### config.mk
export PLATFORM = sky130hd
export DESIGN_NAME = stall_timeout_mode_controller_top_flat
export DESIGN_NICKNAME = d
export VERILOG_FILES = /design/src/sv/stmc_pkg.sv /design/src/sv/stmc_if.sv /design/src/sv/stmc_cfg_regs.sv /design/src/sv/stmc_core.sv /design/src/sv/stall_timeout_mode_controller_top.sv /design/src/flat_wrapper.sv
export SDC_FILE = /design/constraint.sdc
export NUM_CORES = 1
export LEC_CHECK = 0
export BUFFER_PORTS_ARGS = -buffer_cell sky130_fd_sc_hd__buf_2
export CAP_MARGIN = 10
export CORE_ASPECT_RATIO = 0.75
export CORE_MARGIN = 4
export CORE_UTILIZATION = 53
export CTS_CLUSTER_DIAMETER = 100
export DETAILED_ROUTE_END_ITERATION = 7
export GPL_ROUTABILITY_DRIVEN = 0
export MAX_ROUTING_LAYER = met4
export PLACE_DENSITY = 0.78
export SYNTH_ARGS = -nofsm -noshare
export SYNTH_HDL_FRONTEND = slang
export SYNTH_SLANG_ARGS = --single-unit
### constraint.sdc
create_clock -name clk -period 16.5 [get_ports clk]
set_input_delay 0.825 -clock clk [delete_from_list [all_inputs] [get_ports clk]]
set_output_delay 0.825 -clock clk [all_outputs]
set_load 0.01 [all_outputs]
### src/sv/stmc_pkg.sv
// ---------------------------------------------------------------------------
// stmc_pkg
// Types and constants shared by the stall timeout mode controller.
// ---------------------------------------------------------------------------
`default_nettype none

package stmc_pkg;

  localparam int unsigned CFG_DATA_BITS  = 32;
  localparam int unsigned CFG_INDEX_BITS = 1;

  localparam logic [31:0]       STALL_TIMEOUT_RESET = 32'd60;
  localparam logic signed [7:0] LOW_PRIO_RESET      = 8'sd6;

  typedef enum logic [CFG_INDEX_BITS-1:0] {
    REG_STALL_TIMEOUT = 1'b0,
    REG_LOW_PRIO      = 1'b1
  } cfg_reg_t;

  typedef enum logic [2:0] {
    OP_TICK       = 3'd0,
    OP_FETCHED    = 3'd1,
    OP_TERMINATED = 3'd2,
    OP_SCHED_FAIL = 3'd3,
    OP_CRASH      = 3'd4,
    OP_NEW_BLOCK  = 3'd5
  } opcode_t;

  typedef enum logic [1:0] {
    MODE_WARM_UP    = 2'd0,
    MODE_WAIT_NEW   = 2'd1,
    MODE_WAIT_SCHED = 2'd2,
    MODE_WAIT_EXEC  = 2'd3
  } mode_t;

  typedef enum logic [1:0] {
    ACT_NONE    = 2'd0,
    ACT_DISABLE = 2'd1,
    ACT_ENABLE  = 2'd2
  } action_t;

  typedef struct packed {
    logic [31:0]       stall_timeout;
    logic signed [7:0] low_priority_threshold;
  } cfg_t;

  typedef struct packed {
    logic [2:0]        opcode;
    logic [31:0]       now_seconds;
    logic signed [7:0] fetched_priority;
    logic              source_available;
    logic              top_present;
    logic signed [7:0] top_priority;
    logic              any_pending;
  } event_t;

  typedef struct packed {
    action_t enable_action;
    mode_t   mode_now;
    logic    sequence_error;
  } result_t;

endpackage

`default_nettype wire

### src/sv/stmc_if.sv
// ---------------------------------------------------------------------------
// stmc_if
// Valid/ready channels for events into and results out of the controller.
// ---------------------------------------------------------------------------
`default_nettype none

interface stmc_event_if;
  logic              valid;
  logic              ready;
  logic [2:0]        opcode;
  logic [31:0]       now_seconds;
  logic signed [7:0] fetched_priority;
  logic              source_available;
  logic              top_present;
  logic signed [7:0] top_priority;
  logic              any_pending;

  modport source (
    output valid, opcode, now_seconds, fetched_priority, source_available,
           top_present, top_priority, any_pending,
    input  ready
  );
  modport sink (
    input  valid, opcode, now_seconds, fetched_priority, source_available,
           top_present, top_priority, any_pending,
    output ready
  );
endinterface

interface stmc_result_if;
  logic       valid;
  logic       ready;
  logic [1:0] enable_action;
  logic [1:0] mode_now;
  logic       sequence_error;

  modport source (output valid, enable_action, mode_now, sequence_error, input ready);
  modport sink   (input valid, enable_action, mode_now, sequence_error, output ready);
endinterface

`default_nettype wire

### src/sv/stmc_cfg_regs.sv
// ---------------------------------------------------------------------------
// stmc_cfg_regs
// Configuration registers: stall timeout and low priority threshold.
// ---------------------------------------------------------------------------
`default_nettype none

module stmc_cfg_regs
  import stmc_pkg::*;
(
  input  wire logic                      clk,
  input  wire logic                      rst,
  input  wire logic                      cfg_wen,
  input  wire logic [CFG_INDEX_BITS-1:0] cfg_index,
  input  wire logic [CFG_DATA_BITS-1:0]  cfg_wdata,
  output cfg_t                           cfg
);

  always_ff @(posedge clk) begin
    if (rst) begin
      cfg.stall_timeout          <= STALL_TIMEOUT_RESET;
      cfg.low_priority_threshold <= LOW_PRIO_RESET;
    end else if (cfg_wen) begin
      unique case (cfg_reg_t'(cfg_index))
        REG_STALL_TIMEOUT: cfg.stall_timeout <= cfg_wdata[31:0];
        REG_LOW_PRIO:      cfg.low_priority_threshold <= $signed(cfg_wdata[7:0]);
        default: ;
      endcase
    end
  end

endmodule

`default_nettype wire

### src/sv/stmc_core.sv
// ---------------------------------------------------------------------------
// stmc_core
// Mode register, event timestamps and the per-event decision logic.
// ---------------------------------------------------------------------------
`default_nettype none

module stmc_core
  import stmc_pkg::*;
#(
  parameter int unsigned TIME_BITS = 32
) (
  input  wire logic clk,
  input  wire logic rst,
  input  wire logic fire,
  input  event_t    item,
  input  cfg_t      cfg,
  output result_t   res
);

  localparam int unsigned CMP_BITS = (TIME_BITS > 32) ? TIME_BITS : 32;

  mode_t                mode, mode_next;
  logic [TIME_BITS-1:0] last_coverage_time, last_coverage_time_next;
  logic [TIME_BITS-1:0] last_crash_time, last_crash_time_next;
  logic [TIME_BITS-1:0] last_high_fetch_time, last_high_fetch_time_next;
  logic [TIME_BITS-1:0] last_fetch_time, last_fetch_time_next;

  logic [TIME_BITS-1:0] now_t;
  logic [TIME_BITS-1:0] d_cov, d_crash, d_high, d_fetch;
  logic [CMP_BITS-1:0]  timeout_ext;
  logic                 blocks, crashes, hp, fetch_recent;
  logic                 top_high;
  action_t              act;
  logic                 err;

  assign now_t       = TIME_BITS'(item.now_seconds);
  assign timeout_ext = CMP_BITS'(cfg.stall_timeout);

  // wrap-around elapsed times
  assign d_cov   = now_t - last_coverage_time;
  assign d_crash = now_t - last_crash_time;
  assign d_high  = now_t - last_high_fetch_time;
  assign d_fetch = now_t - last_fetch_time;

  assign blocks       = CMP_BITS'(d_cov) < timeout_ext;
  assign crashes      = CMP_BITS'(d_crash) < timeout_ext;
  assign hp           = CMP_BITS'(d_high) < timeout_ext;
  assign fetch_recent = CMP_BITS'(d_fetch) < timeout_ext;

  assign top_high = item.top_present &&
                    ($signed(item.top_priority) > $signed(cfg.low_priority_threshold));

  always_comb begin
    mode_next                 = mode;
    last_coverage_time_next   = last_coverage_time;
    last_crash_time_next      = last_crash_time;
    last_high_fetch_time_next = last_high_fetch_time;
    last_fetch_time_next      = last_fetch_time;
    act                       = ACT_NONE;
    err                       = 1'b0;
    unique case (opcode_t'(item.opcode))
      OP_TICK: begin
        if (item.source_available) begin
          unique case (mode)
            MODE_WARM_UP: begin
              if (!blocks && !crashes) mode_next = MODE_WAIT_NEW;
              else act = ACT_DISABLE;
            end
            MODE_WAIT_NEW: begin
              if ((top_high && !hp) || (!blocks && !crashes && item.any_pending)) begin
                act       = ACT_ENABLE;
                mode_next = MODE_WAIT_SCHED;
              end else begin
                act = ACT_DISABLE;
              end
            end
            MODE_WAIT_EXEC: begin
              if (!fetch_recent) mode_next = MODE_WAIT_NEW;
            end
            MODE_WAIT_SCHED: ;
            default: ;
          endcase
        end
      end
      OP_FETCHED: begin
        err                  = (mode != MODE_WAIT_SCHED);
        mode_next            = MODE_WAIT_EXEC;
        act                  = ACT_DISABLE;
        last_fetch_time_next = now_t;
        // strictly positive priority counts as a high priority fetch
        if (!item.fetched_priority[7] && (item.fetched_priority != 8'sd0)) begin
          last_high_fetch_time_next = now_t;
        end
      end
      OP_SCHED_FAIL: begin
        err       = (mode != MODE_WAIT_SCHED);
        mode_next = MODE_WAIT_NEW;
      end
      OP_CRASH:      last_crash_time_next = now_t;
      OP_NEW_BLOCK:  last_coverage_time_next = now_t;
      OP_TERMINATED: ;
      default: ;
    endcase
  end

  always_ff @(posedge clk) begin
    if (rst) begin
      mode                 <= MODE_WARM_UP;
      last_coverage_time   <= '0;
      last_crash_time      <= '0;
      last_high_fetch_time <= '0;
      last_fetch_time      <= '0;
    end else if (fire) begin
      mode                 <= mode_next;
      last_coverage_time   <= last_coverage_time_next;
      last_crash_time      <= last_crash_time_next;
      last_high_fetch_time <= last_high_fetch_time_next;
      last_fetch_time      <= last_fetch_time_next;
    end
  end

  assign res.enable_action  = act;
  assign res.mode_now       = mode_next;
  assign res.sequence_error = err;

endmodule

`default_nettype wire

### src/sv/stall_timeout_mode_controller_top.sv
// ---------------------------------------------------------------------------
// stall_timeout_mode_controller_top
// Four-mode controller that decides when to enable injection of extra work.
// ---------------------------------------------------------------------------
//   channel   dir  handshake      payload
//   events    in   valid/ready    opcode, now_seconds, priorities, flags
//   results   out  valid/ready    enable_action, mode_now, sequence_error
//   cfg       in   cfg_wen        cfg_index, cfg_wdata
//
// one event per cycle sustained while results are accepted; an event goes from its transaction
// through the input register, then the result register, to result valid.
// the decision logic is four subtract-compares and the mode update.
// rst is synchronous: mode warm up, timestamps zero, registers to defaults.
// a stalled result holds while an empty input register still takes one event.
// ---------------------------------------------------------------------------
`default_nettype none

module stall_timeout_mode_controller_top
  import stmc_pkg::*;
#(
  parameter int unsigned TIME_BITS = 32
) (
  input  wire logic                      clk,
  input  wire logic                      rst,
  input  wire logic                      cfg_wen,
  input  wire logic [CFG_INDEX_BITS-1:0] cfg_index,
  input  wire logic [CFG_DATA_BITS-1:0]  cfg_wdata,
  stmc_event_if.sink                     events,
  stmc_result_if.source                  results
);

  cfg_t    cfg;
  event_t  in_item;
  logic    in_valid;
  result_t core_res;
  result_t out_res;
  logic    out_valid;
  logic    fire;

  assign fire         = in_valid && (!out_valid || results.ready);
  assign events.ready = !in_valid || fire;

  always_ff @(posedge clk) begin
    if (rst) begin
      in_valid  <= 1'b0;
      out_valid <= 1'b0;
    end else begin
      if (events.ready) in_valid <= events.valid;
      if (!out_valid || results.ready) out_valid <= in_valid;
    end
  end

  always_ff @(posedge clk) begin
    if (events.valid && events.ready) begin
      in_item.opcode           <= events.opcode;
      in_item.now_seconds      <= events.now_seconds;
      in_item.fetched_priority <= events.fetched_priority;
      in_item.source_available <= events.source_available;
      in_item.top_present      <= events.top_present;
      in_item.top_priority     <= events.top_priority;
      in_item.any_pending      <= events.any_pending;
    end
    if (fire) out_res <= core_res;
  end

  stmc_cfg_regs u_cfg (
    .clk       (clk),
    .rst       (rst),
    .cfg_wen   (cfg_wen),
    .cfg_index (cfg_index),
    .cfg_wdata (cfg_wdata),
    .cfg       (cfg)
  );

  stmc_core #(
    .TIME_BITS (TIME_BITS)
  ) u_core (
    .clk  (clk),
    .rst  (rst),
    .fire (fire),
    .item (in_item),
    .cfg  (cfg),
    .res  (core_res)
  );

  assign results.valid          = out_valid;
  assign results.enable_action  = out_res.enable_action;
  assign results.mode_now       = out_res.mode_now;
  assign results.sequence_error = out_res.sequence_error;

endmodule

`default_nettype wire
### src/flat_wrapper.sv
// flat-port wrapper written by rule: the top's interface ports become plain ports
module stall_timeout_mode_controller_top_flat import stmc_pkg::*;
#(
  parameter int unsigned TIME_BITS = 32
)
  (clk, rst, cfg_wen, cfg_index, cfg_wdata, events_valid, events_opcode, events_now_seconds, events_fetched_priority, events_source_available, events_top_present, events_top_priority, events_any_pending, events_ready, results_valid, results_enable_action, results_mode_now, results_sequence_error, results_ready);
  stmc_event_if events_i ();
  stmc_result_if results_i ();
  input  wire logic clk;
  input  wire logic rst;
  input  wire logic cfg_wen;
  input  wire logic [CFG_INDEX_BITS-1:0] cfg_index;
  input  wire logic [CFG_DATA_BITS-1:0] cfg_wdata;
  input wire logic [$bits(events_i.valid)-1:0] events_valid;
  input wire logic [$bits(events_i.opcode)-1:0] events_opcode;
  input wire logic [$bits(events_i.now_seconds)-1:0] events_now_seconds;
  input wire logic [$bits(events_i.fetched_priority)-1:0] events_fetched_priority;
  input wire logic [$bits(events_i.source_available)-1:0] events_source_available;
  input wire logic [$bits(events_i.top_present)-1:0] events_top_present;
  input wire logic [$bits(events_i.top_priority)-1:0] events_top_priority;
  input wire logic [$bits(events_i.any_pending)-1:0] events_any_pending;
  output wire logic [$bits(events_i.ready)-1:0] events_ready;
  output wire logic [$bits(results_i.valid)-1:0] results_valid;
  output wire logic [$bits(results_i.enable_action)-1:0] results_enable_action;
  output wire logic [$bits(results_i.mode_now)-1:0] results_mode_now;
  output wire logic [$bits(results_i.sequence_error)-1:0] results_sequence_error;
  input wire logic [$bits(results_i.ready)-1:0] results_ready;
  assign events_i.valid = events_valid;
  assign events_i.opcode = events_opcode;
  assign events_i.now_seconds = events_now_seconds;
  assign events_i.fetched_priority = events_fetched_priority;
  assign events_i.source_available = events_source_available;
  assign events_i.top_present = events_top_present;
  assign events_i.top_priority = events_top_priority;
  assign events_i.any_pending = events_any_pending;
  assign events_ready = events_i.ready;
  assign results_valid = results_i.valid;
  assign results_enable_action = results_i.enable_action;
  assign results_mode_now = results_i.mode_now;
  assign results_sequence_error = results_i.sequence_error;
  assign results_i.ready = results_ready;
  stall_timeout_mode_controller_top #(.TIME_BITS(TIME_BITS)) u_core (.clk(clk), .rst(rst), .cfg_wen(cfg_wen), .cfg_index(cfg_index), .cfg_wdata(cfg_wdata), .events(events_i), .results(results_i));
endmodule
======== Word level (Yosys, flattened, before mapping) ========
Index checks and enable logic that the tools add are counted.
storage, ports and cells
  register bits after elaboration ......... 231
  input bits .............................. 92
cells by class
  multiplexer cells ....................... 11
  equal/unequal tests ..................... 7
  bitwise operators ....................... 1
  reductions and logical operators ........ 26
  magnitude comparators ................... 5
  add/sub/neg operators ................... 4
operators with widths
  cell                                            number
  < comparator 32 bit                             4
  subtractor 32 bit                               4
  two-way mux 2 bit                               6
  case mux 2 bit (3 select lines)                 2
  AND reduction 2 bit                             5
  greater-than comparator 8 bit                   1
  case mux 2 bit (2 select lines)                 2
  nonzero test 8 bit                              1
  logical AND 1 bit                               7
  == test 3 bit (second input constant)           2
  zero test 1 bit                                 6
  == test 3 x 1 -> 1 bit (second input constant)  1
  == test 3 x 2 -> 1 bit (second input constant)  1
  zero test 3 bit                                 1
  logical OR 1 bit                                3
  AND reduction 3 bit                             1
  == test 2 x 1 -> 1 bit (second input constant)  1
  == test 2 bit (second input constant)           1
  zero test 2 bit                                 1
  != test 2 bit (second input constant)           1
  OR reduction 2 bit                              1
  two-way mux 1 bit                               1
  inverter 1 bit                                  1

======== Depth between registers and ports, before layout ========
  depth after elaboration ................. 10
  mapped depth ............................ 25
  depth with buffers taken out ............ 25

======== Cells and area by module ========
Synthesis repeated with hierarchy kept, for this count alone.
second synthesis, totals
  cell total of the unflattened synthesis .. 2206
  area total of the unflattened synthesis .. 18043.6 um^2
by module, submodules not included
  module                             cells each  seq. area each (um^2)  instances  area an instance (um^2)
  stmc_core                          1962        2602.5                 1          14393.8
  stall_timeout_mode_controller_top  69          1811.7                 1          1875.5
  stmc_cfg_regs                      175         800.8                  1          1774.2

======== Least setup slack after synthesis ========
Ideal clock, no wire load.
  kind .................................... register -> register
  from .................................... register u_core.in_item[19] (netlist bit)
  to ...................................... register u_core.out_res (netlist bit u_core.results.mode_now[1]) (data pin)
  setup time .............................. 270 ps
  cell stages (with the launch flop) ...... 26
  data required time ...................... 16230 ps
  path slack .............................. 11244 ps
  clock period less this slack ............ 5256 ps
  arrival ................................. 4987 ps
  cells stage by stage .................... edfxtp_1 inv_1 ha_1 inv_1 fa_1 a21o_1 a21o_1 a2111oi_0 o31ai_1 a21oi_1 o21ai_0 a21oi_1 a211o_1 o21ai_0 xor2_1 ha_1 and4_1 and3_1 a221oi_1 a21boi_0 nand3_1 o21ai_0 o21ba_2 a21o_1 a311oi_1 a211oi_1
RTL lines
  item                  line                                     text
  start, declared       stall_timeout_mode_controller_top.sv:33  event_t in_item;
  end signal, assigned  stall_timeout_mode_controller_top.sv:63  if (fire) out_res <= core_res;
  end, declared         stall_timeout_mode_controller_top.sv:36  result_t out_res;

==> summary.txt <==
Run status
  • Status: completed

Worst setup path
  • Cells along the critical path: inv_1, ha_1, inv_1, fa_1, a21o_1, a21oi_1, o21ai_0, a31oi_1, o31ai_1, a31oi_1, o21ai_1, a2111oi_2, nor2_1, o311ai_1, ha_1, nand4_1, a2111oi_0, o21ba_2, a21o_1, a211oi_1, or2_2
  • CP top delay family: compound AO/OA/AOI/OAI gates
  • R2R cell count: 21
  • Worst Setup Start Kind: register
  • Crit-path max FO: 5
  • Critical Path Max Stage Delay: 0.97 ns
  • Buf+Inv Stages, Crit Path: 2
  • Reg2reg end: u_core.results.mode_now[0]
  • Crit end category: register
  • Reg2reg setup slack: 9.93 ns
  • Worst endpoint required time: 16.80 ns
  • Critical path class: reg2reg
  • Critical Path AT: 6.88 ns
  • Launching point of the worst reg2reg path: u_core.in_item[19]
  • Worst path slowest cell: a2111oi_0

Synthesis
  • Adder-Cell Fraction of Synth Area: 0.192
  • Synthesized area: 17,100 sq um
  • Synth cell types: 67
  • Largest family of logic cells by synthesized area: compound AO/OA/AOI/OAI gates
  • Number of flops mapped to enable cells by yosys: 59
  • Syn nets: 2,488
  • Post-synthesis sequential area ratio: 0.305
  • Flops & latches, synth: 231
  • Post-synthesis compound-gate area fraction: 0.220
  • Top FF cell, synth: dfxtp_1
  • Post-synth ARST share: 0
  • Syn_area_per_cell: 8.00 sq um
  • YS warnings: 0
  • Cells after Synth: 2,136
  • XOR/XNOR Fraction of Synth Area: 0.0533
  • Post-synthesis mux area share: 0
  • Simple-gate share of the synthesized area: 0.169

CTS
  • CTS root buf: clkbuf_16
  • Hold-fix buffers, CTS: 0
  • Setup bufs post-CTS: 0
  • Clock-pin slew on the worst setup and hold paths: 0.07 ns
  • CTS tree: built
  • H-tree depth: 1
  • CTS Buffer Depth: 3
  • Clock sink count: 231
  • Worst skew pair latency: 0.55 ns
  • CTS resizes: 0
  • CTS buffer count: 25

Final layout
  • Post-Layout Cell Count: 2,634
  • Layout cells sized above 1: 0.0817
  • Layout area overhead: 9.82%
  • Most frequent cells in the layout: 387 x nand2_1, 302 x a21oi_1, 256 x ha_1
  • Final Net Count: 2,561
  • N_diodes: 0
  • Fillers: 2,828
  • Commonest non-fill, non-tap cell in the layout: nand2_1

Min path
  • Worst Hold End: u_core.in_item[18]
  • WHS Path Cells: 1
  • Hold WC Path Type: in2reg
  • Hold wc startpoint: events_fetched_priority[7]

Die
  • Core area: 31,500 sq um
  • Die Wd: 215 um
  • Die Y: 163 um
  • Rows: 56
  • Die area: 35,200 sq um
  • IO Count: 99
  • Initial Utilization: 0.542

Route
  • Iter 0 DRT Violations: 1,582
  • Routed Antenna Nets: 0
  • Routed WL: 47,300 um
  • Drc violations: 0
  • Vias: 15,600
  • Vias/cell: 5.94
  • Drt pass-1 iters: 5
  • DR WL/cell: 17.9 um

STA
  • Setup tns final: 0 ns
  • Slew @ Worst Pin: 1.25 ns
  • Final setup fails: 0
  • Unrepaired setup endpoints after global routing: no
  • Max-slew violations: 0
  • Rel. slew slack: 0.170
  • Final min period: 6.57 ns
  • Final worst slack: 9.93 ns
  • Tcrit/Tclk final: 0.398
  • Fmax: 152 MHz
  • Final Hold Viols: 0
  • Final Skew: 0.0132 ns

Place
  • HPWL after detailed placement: 35,700 um
  • Cells after DPL: 2,588
  • Buffers added on ports: 98
  • Pre-CTS WS: 10.27 ns

Pwr
  • PwrDens: 82.9 nW/um^2
  • Switching pwr: 0.000475 W
  • Comb pwr share: 0.238
  • Maximum VDD drop: 0.0000827 V
  • Seq pwr share: 0.400
  • Clk pwr share: 0.362
  • Internal: 0.00108 W
  • Pleak: 7.36 nW
  • Net Sw Frac: 0.305

GRT
  • First-pass GRT wire length: 75,700 um
  • Largest net degree at the start of global routing: 108
  • Gr usage total: 0.272
  • GRT overflow: 0
  • Vias in the first global route: 14,800
  • Initial antenna violation count: 0

Job
  • Max cap viols: 0
==> through the flow <==
stage	hold slack, ns	area, sq um	util	total power (W)
2_1_floorplan	0.436	17100	-	0.000892
3_3_place_gp	0.441	17900	0.569	0.000976
3_5_place_dp	0.446	17900	0.569	0.000993
4_1_cts	0.421	18800	0.595	0.00156
5_1_grt	0.425	18800	0.595	0.00163
6_report	0.440	18800	0.595	0.00156
==> cells in the mapped netlist, types with 15 or more instances <==
cell / count / area, sq um
o21ai_0: 83 / 415
nand3_1: 31 / 155
edfxtp_1: 59 / 1770
o21bai_1: 20 / 150
nand4_1: 25 / 156
a21o_1: 78 / 586
ha_1: 256 / 3200
xnor2_1: 72 / 631
nor3_1: 26 / 130
nor2b_1: 21 / 131
nand2b_1: 19 / 119
xor2_1: 32 / 280
inv_1: 210 / 788
dfxtp_1: 172 / 3440
a21oi_1: 302 / 1510
clkbuf_1: 59 / 221
o21a_1: 15 / 113
a211oi_1: 21 / 158
and3_1: 18 / 113
nor2_1: 72 / 270
nand2_1: 387 / 1450
==> final cells by class <==
cell class / count / area (sq um) / area share
Timing Repair Buffer: 110 / 583 / 0.0311
Tap cell: 406 / 508 / 0.0271
Clock inverter: 13 / 97.6 / 0.00520
Clock buffer: 33 / 718 / 0.0383
Multi-Input combinational cell: 1631 / 10800 / 0.578
Inverter: 210 / 788 / 0.0420
Sequential cell: 231 / 5220 / 0.278
==> routing by layer <==
metal,vias to the layer above,GRT usage,part of all wire
li1,7611,-,-
met1,7218,0.392,0.47
met2,734,0.387,0.39
met3,84,0.0655,0.12
met4,0,0.0571,0.022
met5,-,-,0
==> cells by family (layout without fill, tap and decap cells) <==
group           count (synthesis)  count (layout)
xor+xnor                      104             104
buf+inv                       274             366
fa+ha+maj                     260             260
compound gates                619             619
flops                         231             231
simple gates                  648             648
==> worst max-delay path by stage <==
stage	end	slack [ns]	cells after the start	from
2_1_floorplan	u_core.results.mode_now[1]	11.24	25	u_core.in_item[19]
3_5_place_dp	u_core.results.mode_now[0]	10.27	21	u_core.in_item[19]
5_1_grt	u_core.results.mode_now[1]	9.56	22	u_core.in_item[20]
6_report	u_core.results.mode_now[0]	9.93	21	u_core.in_item[19]
3_3_place_gp	u_core.results.mode_now[1]	10.45	25	u_core.in_item[19]
4_1_cts	u_core.results.mode_now[0]	10.23	21	u_core.in_item[19]
==> sequential cells by signal (all words and copies together) (netlist names) <==
register / cells
u_core.in_item: 54
u_core.u_cfg.cfg: 40
u_core.u_core.last_coverage_time: 32
u_core.u_core.last_crash_time: 32
u_core.u_core.last_fetch_time: 32
u_core.u_core.last_high_fetch_time: 32
u_core.results.enable_action: 2
u_core.results.mode_now: 2
u_core.u_core.mode: 2
u_core.in_valid: 1
u_core.results.sequence_error: 1
u_core.results.valid: 1
==> power groups by stage <==
stage	clock network [W]	registers, W	logic [W]
2_1_floorplan	0	0.000624	0.000268
3_5_place_dp	0	0.000633	0.000360
5_1_grt	0.000596	0.000623	0.000415
6_report	0.000564	0.000622	0.000370
4_1_cts	0.000575	0.000621	0.000362
3_3_place_gp	0	0.000632	0.000343
Power figures use the tool's default switching activity.
